File: config.mk
export PLATFORM = sky130hd
export DESIGN_NAME = segment_page_translation_walker
export DESIGN_NICKNAME = d
export VERILOG_FILES = /design/src/hdl/sptw_pkg.sv /design/src/hdl/segment_page_translation_walker.sv
export SDC_FILE = /design/constraint.sdc
export NUM_CORES = 1
export LEC_CHECK = 0
export ABC_AREA = 1
export BUFFER_PORTS_ARGS = -buffer_cell sky130_fd_sc_hd__clkbuf_2
export CORE_MARGIN = 2
export CORE_UTILIZATION = 55
export CTS_BUF_LIST = sky130_fd_sc_hd__clkbuf_4 sky130_fd_sc_hd__clkbuf_8
export CTS_CLUSTER_SIZE = 12
export DETAILED_ROUTE_END_ITERATION = 10
export GPL_TIMING_DRIVEN = 1
export PLACE_DENSITY = 0.74
export SYNTH_ARGS = -nofsm -noshare
export SYNTH_HDL_FRONTEND = slang
export SYNTH_SLANG_ARGS = --single-unit
File: constraint.sdc
create_clock -name clk -period 7.3 [get_ports clk]
set_clock_uncertainty 0.15 [all_clocks]
set_input_delay 1.46 -clock clk [delete_from_list [all_inputs] [get_ports clk]]
set_output_delay 1.46 -clock clk [all_outputs]
set_load 0.01 [all_outputs]
File: src/hdl/sptw_pkg.sv
package sptw_pkg;

    localparam logic CMD_REQUEST  = 1'b0;
    localparam logic CMD_RESPONSE = 1'b1;

    localparam logic OUT_MEM_READ = 1'b0;
    localparam logic OUT_DONE     = 1'b1;

    localparam logic [2:0] KIND_CODE        = 3'd0;
    localparam logic [2:0] KIND_DATA_READ   = 3'd1;
    localparam logic [2:0] KIND_DATA_WRITE  = 3'd2;
    localparam logic [2:0] KIND_STACK_READ  = 3'd3;
    localparam logic [2:0] KIND_STACK_WRITE = 3'd4;

    localparam logic [2:0] FAULT_NONE    = 3'd0;
    localparam logic [2:0] FAULT_PROT    = 3'd1;
    localparam logic [2:0] FAULT_ABSENT  = 3'd2;
    localparam logic [2:0] FAULT_CODE    = 3'd3;
    localparam logic [2:0] FAULT_DATA    = 3'd4;
    localparam logic [2:0] FAULT_PAGE    = 3'd5;
    localparam logic [2:0] FAULT_DIR     = 3'd6;

    localparam logic [2:0] REG_MODE        = 3'd0;
    localparam logic [2:0] REG_DIR_BASE    = 3'd1;
    localparam logic [2:0] REG_DATA_BASE   = 3'd2;
    localparam logic [2:0] REG_DATA_LIMIT  = 3'd3;
    localparam logic [2:0] REG_DATA_FLAGS  = 3'd4;
    localparam logic [2:0] REG_STACK_BASE  = 3'd5;
    localparam logic [2:0] REG_STACK_LIMIT = 3'd6;
    localparam logic [2:0] REG_STACK_FLAGS = 3'd7;

    localparam logic [1:0] PHASE_IDLE = 2'd0;
    localparam logic [1:0] PHASE_DIR  = 2'd1;
    localparam logic [1:0] PHASE_PAGE = 2'd2;

    localparam int MODE_SEG    = 0;
    localparam int MODE_PAGING = 1;
    localparam int MODE_PM     = 2;
    localparam int MODE_BYPASS = 3;

    localparam int SEG_PRESENT = 0;
    localparam int SEG_PROTECT = 1;
    localparam int SEG_READ    = 2;
    localparam int SEG_WRITE   = 3;
    localparam int SEG_EXEC    = 4;

    localparam logic [31:0] PAGE_FRAME_MASK  = 32'hFFFF_F000;
    localparam logic [31:0] PAGE_OFFSET_MASK = 32'h0000_0FFF;

    typedef struct packed {
        logic        kind;
        logic [31:0] addr;
        logic [2:0]  fault;
    } result_t;

endpackage

File: src/hdl/segment_page_translation_walker.sv
// An accepted transaction is captured in the input register, and its result then in the output register.
// Throughput: one transaction per cycle; the input and output registers advance together
//   whenever the output register is empty or being drained.
// A memory response that arrives with no walk in progress is consumed without a result.
// Reset (rst_n, asynchronous, active low) clears all configuration registers, the walk
//   phase, the held address and kind, and both stage valid flags.
module segment_page_translation_walker
    import sptw_pkg::*;
#(
    parameter int PAGE_VALID_BIT   = 0,
    parameter int PAGE_PROTECT_BIT = 1,
    parameter int PAGE_READ_BIT    = 2,
    parameter int PAGE_WRITE_BIT   = 3,
    parameter int PAGE_EXEC_BIT    = 4
)
(
    input  logic        clk,
    input  logic        rst_n,

    input  logic        in_valid,
    output logic        in_ready,
    input  logic        cmd,
    input  logic [31:0] virt_addr,
    input  logic [2:0]  access_kind,
    input  logic [31:0] read_word,

    output logic        out_valid,
    input  logic        out_ready,
    output logic        out_kind,
    output logic [31:0] out_addr,
    output logic [2:0]  fault,

    input  logic        cfg_valid,
    output logic        cfg_ready,
    input  logic [2:0]  cfg_index,
    input  logic [31:0] cfg_data
);

    logic [3:0]  mode_reg;
    logic [31:0] dir_base_reg;
    logic [31:0] data_base_reg;
    logic [31:0] data_limit_reg;
    logic [4:0]  data_flags_reg;
    logic [31:0] stack_base_reg;
    logic [31:0] stack_limit_reg;
    logic [4:0]  stack_flags_reg;

    logic        s1_valid_reg;
    logic        s1_cmd_reg;
    logic [31:0] s1_addr_reg;
    logic [2:0]  s1_kind_reg;
    logic [31:0] s1_word_reg;

    logic [1:0]  phase_reg;
    logic [1:0]  phase_next;
    logic [31:0] held_addr_reg;
    logic [31:0] held_addr_next;
    logic [2:0]  held_kind_reg;
    logic [2:0]  held_kind_next;

    logic        out_valid_reg;
    result_t     out_reg;
    result_t     res;
    logic        produce;

    logic        out_free;
    logic        s1_advance;

    logic        pm;
    logic        stack_sel;
    logic [31:0] seg_base;
    logic [31:0] seg_limit;
    logic [4:0]  seg_flags;
    logic        seg_right;
    logic [31:0] seg_sum;
    logic [31:0] lin_addr;
    logic [2:0]  denied;
    logic [2:0]  held_denied;
    logic        page_right;

    assign cfg_ready  = 1'b1;
    assign out_free   = !out_valid_reg || out_ready;
    assign s1_advance = s1_valid_reg && out_free;
    assign in_ready   = !s1_valid_reg || s1_advance;

    assign out_valid = out_valid_reg;
    assign out_kind  = out_reg.kind;
    assign out_addr  = out_reg.addr;
    assign fault     = out_reg.fault;

    always_ff @(posedge clk or negedge rst_n)
    begin
        if (!rst_n)
        begin
            mode_reg        <= '0;
            dir_base_reg    <= '0;
            data_base_reg   <= '0;
            data_limit_reg  <= '0;
            data_flags_reg  <= '0;
            stack_base_reg  <= '0;
            stack_limit_reg <= '0;
            stack_flags_reg <= '0;
        end
        else if (cfg_valid)
        begin
            unique case (cfg_index)
                REG_MODE:        mode_reg        <= cfg_data[3:0];
                REG_DIR_BASE:    dir_base_reg    <= cfg_data;
                REG_DATA_BASE:   data_base_reg   <= cfg_data;
                REG_DATA_LIMIT:  data_limit_reg  <= cfg_data;
                REG_DATA_FLAGS:  data_flags_reg  <= cfg_data[4:0];
                REG_STACK_BASE:  stack_base_reg  <= cfg_data;
                REG_STACK_LIMIT: stack_limit_reg <= cfg_data;
                REG_STACK_FLAGS: stack_flags_reg <= cfg_data[4:0];
                default:         mode_reg        <= mode_reg;
            endcase
        end
    end

    // input register
    always_ff @(posedge clk or negedge rst_n)
    begin
        if (!rst_n)
        begin
            s1_valid_reg <= 1'b0;
        end
        else if (in_ready)
        begin
            s1_valid_reg <= in_valid;
        end
    end

    always_ff @(posedge clk)
    begin
        if (in_ready && in_valid)
        begin
            s1_cmd_reg  <= cmd;
            s1_addr_reg <= virt_addr;
            s1_kind_reg <= access_kind;
            s1_word_reg <= read_word;
        end
    end

    // segment step
    always_comb
    begin
        pm        = mode_reg[MODE_PM];
        stack_sel = (s1_kind_reg == KIND_CODE) || (s1_kind_reg == KIND_STACK_READ)
                    || (s1_kind_reg == KIND_STACK_WRITE);
        seg_base  = stack_sel ? stack_base_reg  : data_base_reg;
        seg_limit = stack_sel ? stack_limit_reg : data_limit_reg;
        seg_flags = stack_sel ? stack_flags_reg : data_flags_reg;
        seg_sum   = s1_addr_reg + seg_base;
        denied    = (s1_kind_reg == KIND_CODE) ? FAULT_CODE : FAULT_DATA;
        unique case (s1_kind_reg)
            KIND_CODE:                        seg_right = seg_flags[SEG_EXEC];
            KIND_DATA_READ, KIND_STACK_READ:  seg_right = seg_flags[SEG_READ];
            default:                          seg_right = seg_flags[SEG_WRITE];
        endcase
        lin_addr  = mode_reg[MODE_SEG] ? seg_sum : s1_addr_reg;

        held_denied = (held_kind_reg == KIND_CODE) ? FAULT_CODE : FAULT_DATA;
        unique case (held_kind_reg)
            KIND_CODE:                        page_right = s1_word_reg[PAGE_EXEC_BIT];
            KIND_DATA_READ, KIND_STACK_READ:  page_right = s1_word_reg[PAGE_READ_BIT];
            default:                          page_right = s1_word_reg[PAGE_WRITE_BIT];
        endcase
    end

    // translation step
    always_comb
    begin
        phase_next     = phase_reg;
        held_addr_next = held_addr_reg;
        held_kind_next = held_kind_reg;
        produce        = 1'b0;
        res.kind       = OUT_DONE;
        res.addr       = '0;
        res.fault      = FAULT_NONE;

        if (s1_cmd_reg == CMD_REQUEST)
        begin
            phase_next = PHASE_IDLE;
            produce    = 1'b1;
            if (s1_kind_reg > KIND_STACK_WRITE)
            begin
                res.fault = FAULT_DATA;
            end
            else if (s1_kind_reg == KIND_CODE && mode_reg[MODE_BYPASS])
            begin
                res.addr = s1_addr_reg;
            end
            else if (mode_reg[MODE_SEG] && !seg_flags[SEG_PRESENT])
            begin
                res.fault = FAULT_ABSENT;
            end
            else if (mode_reg[MODE_SEG] && seg_flags[SEG_PROTECT] && pm)
            begin
                res.fault = FAULT_PROT;
            end
            else if (mode_reg[MODE_SEG]
                     && (!seg_right || seg_sum >= seg_limit || seg_sum < seg_base))
            begin
                res.fault = denied;
            end
            else if (!mode_reg[MODE_PAGING])
            begin
                res.addr = lin_addr;
            end
            else
            begin
                held_addr_next = lin_addr;
                held_kind_next = s1_kind_reg;
                phase_next     = PHASE_DIR;
                res.kind       = OUT_MEM_READ;
                res.addr       = dir_base_reg + {20'd0, lin_addr[31:22], 2'b00};
            end
        end
        else
        begin
            phase_next = PHASE_IDLE;
            unique case (phase_reg)
                PHASE_DIR:
                begin
                    produce = 1'b1;
                    if (s1_word_reg == '0)
                    begin
                        res.fault = FAULT_DIR;
                    end
                    else
                    begin
                        phase_next = PHASE_PAGE;
                        res.kind   = OUT_MEM_READ;
                        res.addr   = s1_word_reg + {20'd0, held_addr_reg[21:12], 2'b00};
                    end
                end
                PHASE_PAGE:
                begin
                    produce = 1'b1;
                    if (!s1_word_reg[PAGE_VALID_BIT])
                    begin
                        res.fault = FAULT_PAGE;
                    end
                    else if (s1_word_reg[PAGE_PROTECT_BIT] && pm)
                    begin
                        res.fault = FAULT_PROT;
                    end
                    else if (!page_right)
                    begin
                        res.fault = held_denied;
                    end
                    else
                    begin
                        res.addr = (s1_word_reg & PAGE_FRAME_MASK)
                                   | (held_addr_reg & PAGE_OFFSET_MASK);
                    end
                end
                default:
                begin
                    produce = 1'b0;
                end
            endcase
        end
    end

    always_ff @(posedge clk or negedge rst_n)
    begin
        if (!rst_n)
        begin
            phase_reg     <= PHASE_IDLE;
            held_addr_reg <= '0;
            held_kind_reg <= '0;
            out_valid_reg <= 1'b0;
        end
        else
        begin
            if (s1_advance)
            begin
                phase_reg     <= phase_next;
                held_addr_reg <= held_addr_next;
                held_kind_reg <= held_kind_next;
            end
            if (out_free)
            begin
                out_valid_reg <= s1_advance && produce;
            end
        end
    end

    always_ff @(posedge clk)
    begin
        if (s1_advance && produce)
        begin
            out_reg <= res;
        end
    end

endmodule

==> results.txt, run 1 <==
run status: complete, no violations
Yosys warning count: 0
Setup crit start: s1_kind_reg[2]
Site Rows: 69
maximum root-to-sink buffer count: 3
Max Clk Rate: 145 MHz
Slew Limit Headroom: 18.8%
GPL Wtd Cong: 0.947
Setup Crit Path Kind: flop to flop
Clk pwr share: 26.1%
P_int: 0.00393 W
clk_lat worst skew: 0.65 ns
final hold violations: 0
Pwr Total: 0.00658 W
Post-Place Cell Area: 0.0207 mm²
RSZ-0062 raised after global routing: no
r2r startpoint: s1_kind_reg[2]
endpoints failing setup: 0
CTS tree: done
Avg Cell Area, Syn: 7.41 µm²
largest net degree at the start of global routing: 77
post-synthesis sequential area ratio: 41.6%
synthesis-stage register bit count: 306
commonest cells in the netlist: nand2_1 (933), inv_1 (351), o21ai_0 (302)
post-DP HPWL: 48800 µm
Layout Nets: 3016
Worst Setup Start Kind: flop
TritonCTS Buffers: 53
Post-synth EDFFs: 104
via count of the routed design: 18134
CP Data Required Time: 7.65 ns
Critical Path Max Stage Delay: 0.50 ns
ys async rst share: 66.0%
Total Routed Length: 62600 µm
Clk pin slew, worst setup/hold paths: 0.06 ns
root buffer cell: clkbuf_8
die height: 193 µm
count leader, synth: nand2_1
ys flop type: dfrtp_1
DR pass1 iterations: 6
Total GRT Usage: 34.1%
top cells by area, synth: dfrtp_1 (26%), nand2_1 (18%), edfxtp_1 (16%)
Worst Setup End Kind: flop
crit-path max FO: 52
NetSw: 0.00265 W
Core Region: 0.0354 mm²
post_cts resized: 0
Yosys top cell area share: 25.7%
layout cells sized above 1: 11.1%
initial antenna violation count: 0
Combinational Power Share: 38.4%
hold buffers post-CTS: 0
global-route wire length before repair: 95800 µm
Yosys top cell by area: dfrtp_1
Distinct cells, synth: 48
grt ovf: 0
final period utilization: 94.8%
Least-Margin Pin Slew: 1.21 ns
maxcap violations: 0
PD cells: 300 mW/mm²
number of port buffers: 145
final worst slack: 0.381 ns
Num Clock Sinks: 306
pre-CTS setup slack: 0.500 ns
cells after synthesis: 2651
maximum VDD drop: 0.215 mV
vias per inst: 5.51
share of power burned in registers: 35.6%
layout overhead on the synthesized area: 11.6%
Starting Density: 55.5%
Post-Syn Nets: 2879
Slew Viols, Final: 0
hold path start: stack_base_reg[7]
most used cell, CP: nand2_1
post-route cell area: 0.0219 mm²
Slowest-stage cell, CP: nand2_4
setup TNS: 0 ns
final hold slack: 0.333 ns
htree depth: 2
Synth Cell Area: 0.0196 mm²
class of the worst hold path: flop to flop
vias in the first global route: 17311
num ports: 147
LEAKAGE: 11.2 nW
Die ar.: 0.0373 mm²
Data arrival, critical path: 7.27 ns
post-CTS setup buffer count: 0
switching part of the total: 40.3%
final antenna-violating net count: 0
filler cell count: 3275
Final Critical Period: 6.92 ns
DIE WIDTH: 193 µm
mean routed wirelength per cell: 19.0 µm
n_diodes: 0
1st-iter DRT viols: 1315
Remaining DRCs: 0
-- worst paths after layout --
check	end	slack, ns	cells past startpoint
setup / recovery	held_addr_reg[21]	0.38	29
hold / removal	stack_base_reg[7]	0.33	2
setup reg to reg	held_addr_reg[21]	0.38	29
hold reg to reg	stack_base_reg[7]	0.33	2
max in group asynchronous	out_valid	5.01	2
min in group asynchronous	stack_base_reg[17]	0.64	1
-- layout by cell type, fill, tap and decap left out, types with 17 or more instances in the layout --
master    synthesis  final
a21oi_1          77     77
and2_1           17     17
clkbuf_2          1    144
clkbuf_8          0     68
dfrtp_1         202    202
edfxtp_1        104    104
ha_1            117    117
inv_1           351    350
mux2i_1          37     37
nand2_1         933    929
nand3_1         142    141
nand4_1          28     28
nor2_1          106    104
nor3_1           23     23
o21ai_0         302    302
o21ai_2          25     25
-- kinds of logic (layout without fill, tap and decap cells) --
logic type	count (synthesis)	after routing	share of synthesized area, %
and+or+nand+nor	1296	1296	27.2
adders and majority gates	120	120	7.76
DFF	306	306	41.6
other	1	1	0.0191
muxes	37	37	1.89
AOI/OAI and AO/OA	438	438	12.0
buffers and inverters	432	612	8.55
xor gates and xnor gates	21	21	0.936
-- power groups by stage --
stage / clock (W) / combinational, W / sequential, W
finish: 0.00171 / 0.00253 / 0.00234
global route: 0.00181 / 0.00285 / 0.00237
CTS: 0.00174 / 0.00250 / 0.00233
detailed placement: 0 / 0.00248 / 0.00236
global placement: 0 / 0.00241 / 0.00235
floorplan: 0 / 0.00174 / 0.00227
-- metrics by stage --
stage                     std cells  util, %
after floorplan                2651        -
after global placement         3194     58.6
after detailed placement       3194     58.6
after CTS                      3292     61.9
after global routing           3292     61.9
final                          3292     61.9
-- per-layer routing --
metal  track usage, %  vias up  part of all wire [%]  routed length (µm)
met5                0        -                     0                   0
met4             12.4        0                   3.3                2090
met3             5.16      119                   7.7                4810
met2             56.5      668                    46               29100
met1             45.6     8469                    43               26600
li1                 -     8878                     -                   -
-- final cells by class --
cell class              instances  area, µm²  share of cell area (%)
multi-input cells            1913       9820                    44.8
flip-flops and latches        306       8180                    37.3
inverters                     356       1340                    6.11
clock buffers                  83       1040                    4.75
repair buffers                158        832                    3.80
well taps                     461        577                    2.63
clock inverters                15        139                   0.634
-- worst max-delay path: cells and delay by family (launching register included) --
family | cells | cell delay (ns)
AO/OA/AOI/OAI | 2 | 0.30
adder cells (fa/ha/maj) | 2 | 0.73
buffers and inverters | 4 | 0.81
flip-flops | 1 | 0.42
AND/OR/NAND/NOR | 21 | 4.26
Power figures use the tool's default switching activity.
==> run 2: changes to the inputs <==
==> constraint.sdc (replaced) <==
create_clock -name clk -period 8.6 [get_ports clk]
set_clock_uncertainty 0.15 [all_clocks]
set_input_delay 1.72 -clock clk [delete_from_list [all_inputs] [get_ports clk]]
set_output_delay 1.72 -clock clk [all_outputs]
set_load 0.01 [all_outputs]
==> results.txt, run 2 (same netlist as run 1, synthesis figures left out) <==
Total GRT Usage: 33.5% (was 34.1%)
Max Clk Rate: 159 MHz (was 145 MHz)
hold buffers post-CTS: 0 (unchanged)
initial antenna violation count: 1 (was 0)
PD cells: 250 mW/mm² (was 300 mW/mm²)
number of port buffers: 145 (unchanged)
CTS tree: done (unchanged)
layout cells sized above 1: 10.9% (was 11.1%)
htree depth: 2 (unchanged)
Core Region: 0.0354 mm² (unchanged)
post-CTS setup buffer count: 0 (unchanged)
hold path start: data_base_reg[27] (was stack_base_reg[7])
run status: complete, no violations (unchanged)
vias in the first global route: 17048 (was 17311)
via count of the routed design: 18120 (was 18134)
Starting Density: 55.5% (unchanged)
Data arrival, critical path: 6.64 ns (was 7.27 ns)
num ports: 147 (unchanged)
Num Clock Sinks: 306 (unchanged)
largest net degree at the start of global routing: 75 (was 77)
1st-iter DRT viols: 1238 (was 1315)
r2r startpoint: s1_kind_reg[2] (unchanged)
maximum root-to-sink buffer count: 3 (unchanged)
Die ar.: 0.0373 mm² (unchanged)
Layout Nets: 3015 (was 3016)
commonest non-fill, non-tap cell in the layout: nand2_1 (unchanged)
root buffer cell: clkbuf_8 (unchanged)
Global Route met1 Usage: 45.9% (was 45.6%)
GPL Wtd Cong: 0.977 (was 0.947)
Slew Viols, Final: 0 (unchanged)
Worst Setup End Kind: flop (unchanged)
endpoints failing setup: 0 (unchanged)
layout overhead on the synthesized area: 11.0% (was 11.6%)
LEAKAGE: 11.2 nW (about the same)
busiest grt layer: met2 (unchanged)
DR pass1 iterations: 8 (was 6)
TritonCTS Buffers: 51 (was 53)
Total Routed Length: 61700 µm (was 62600 µm)
R2R setup slack: 2.32 ns (was 0.38 ns)
die height: 193 µm (unchanged)
Clk pin slew, worst setup/hold paths: 0.06 ns (about the same)
Slew Limit Headroom: 22.4% (was 18.8%)
vias per inst: 5.51 (about the same)
met3 usage: 4.65% (was 5.16%)
global-route wire length before repair: 94200 µm (was 95800 µm)
Least-Margin Pin Slew: 1.16 ns (was 1.21 ns)
Final Critical Period: 6.28 ns (was 6.92 ns)
clk_lat worst skew: 0.65 ns (about the same)
post-DP HPWL: 48200 µm (was 48800 µm)
Worst Hold End: data_base_reg[27] (was stack_base_reg[7])
RR Endpoint: held_addr_reg[19] (was held_addr_reg[21])
Remaining DRCs: 0 (unchanged)
hold path depth: 2 (unchanged)
class of the worst hold path: flop to flop (unchanged)
grt ovf: 0 (unchanged)
DIE WIDTH: 193 µm (unchanged)
maximum VDD drop: 0.197 mV (was 0.215 mV)
commonest cells after routing, fill and taps aside: nand2_1 (929), inv_1 (350), o21ai_0 (302), dfrtp_1 (202), clkbuf_2 (144) (unchanged)
Register-to-Register Path Depth: 31 (was 29)
global-route met2 utilization: 53.8% (was 56.5%)
final hold violations: 0 (unchanged)
RSZ-0062 raised after global routing: no (unchanged)
most used cell, CP: nand2_1 (unchanged)
Slowest-stage cell, CP: nand2_4 (unchanged)
Worst Setup Start Kind: flop (unchanged)
final antenna-violating net count: 0 (unchanged)
CP Data Required Time: 8.95 ns (was 7.65 ns)
final period utilization: 73.1% (was 94.8%)
mean routed wirelength per cell: 18.8 µm (was 19.0 µm)
Pwr Total: 0.00545 W (was 0.00658 W)
setup TNS: 0 ns (unchanged)
crit-path max FO: 53 (was 52)
Critical Path Max Stage Delay: 0.48 ns (was 0.50 ns)
maxcap violations: 0 (unchanged)
Setup Crit Path Kind: flop to flop (unchanged)
post_cts resized: 0 (unchanged)
Layout Utilization: 61.6% (was 61.9%)
Site Rows: 69 (unchanged)
==> run 2: cell count changes in the layout (fill, tap and decap cells not counted) <==
cell	change
buf_4	+1
bufinv_16	+1
clkbuf_4	+3
clkbuf_8	-14
clkinv_1	+2
clkinv_2	+6
clkinv_4	-1
clkinvlp_4	-4
diode_2	+1
inv_6	+1
==> run 2: worst max path at each step <==
stage                   start                end  slack (ns)  cells after the start
2_1_floorplan  s1_kind_reg[2]       out_addr[26]        3.63                     37
3_3_place_gp   s1_kind_reg[2]  held_addr_reg[12]        2.47                     31
3_5_place_dp   s1_kind_reg[2]  held_addr_reg[19]        2.38                     31
4_1_cts        s1_kind_reg[2]  held_addr_reg[19]        2.33                     31
5_1_grt        s1_kind_reg[2]   held_kind_reg[1]        1.82                     29
6_report       s1_kind_reg[2]  held_addr_reg[19]        2.32                     31
==> run 2: layout make-up <==
| class | instances | area, µm² |
|---|---|---|
| fill | 3254 | 13600 |
| sequential | 306 | 8180 |
| clock buffer | 72 | 872 |
| antenna | 1 | 2.50 |
| timing repair buffer | 159 | 840 |
| clock inverter | 20 | 176 |
| multi-input combinational | 1913 | 9820 |
| tap | 461 | 577 |
| inverter | 356 | 1340 |
==> run 2: routing by layer <==
metal / share of wire (%) / wire, µm
met5: 0 / 0
met4: 4.0 / 2480
met3: 7.4 / 4580
met2: 45 / 28000
met1: 43 / 26600
==> run 2: worst max-delay path, delay by kind of cell, from the launching register on <==
kind | cells | cell delay [ns]
compound gates | 2 | 0.27
fa+ha+maj | 2 | 0.67
buf+inv | 5 | 0.81
flops | 1 | 0.43
simple gates | 22 | 3.73
==> run 2: through the flow <==
step	hold slack [ns]	std cells	worst slack (ns)	cell area, µm²
floorplan	0.292	2651	3.63	19600
global placement	0.309	3195	2.47	20700
detailed placement	0.319	3195	2.38	20700
CTS	0.333	3287	2.33	21800
global route	0.350	3287	1.82	21800
finish	0.331	3288	2.32	21800
==> run 2: where the power goes <==
group	switching (W)	internal (W)	total, W
Clock	0.000595	0.000745	0.00134
Sequential	0.000204	0.00178	0.00198
Combinational	0.00140	0.000722	0.00212
Total	0.00220	0.00325	0.00545
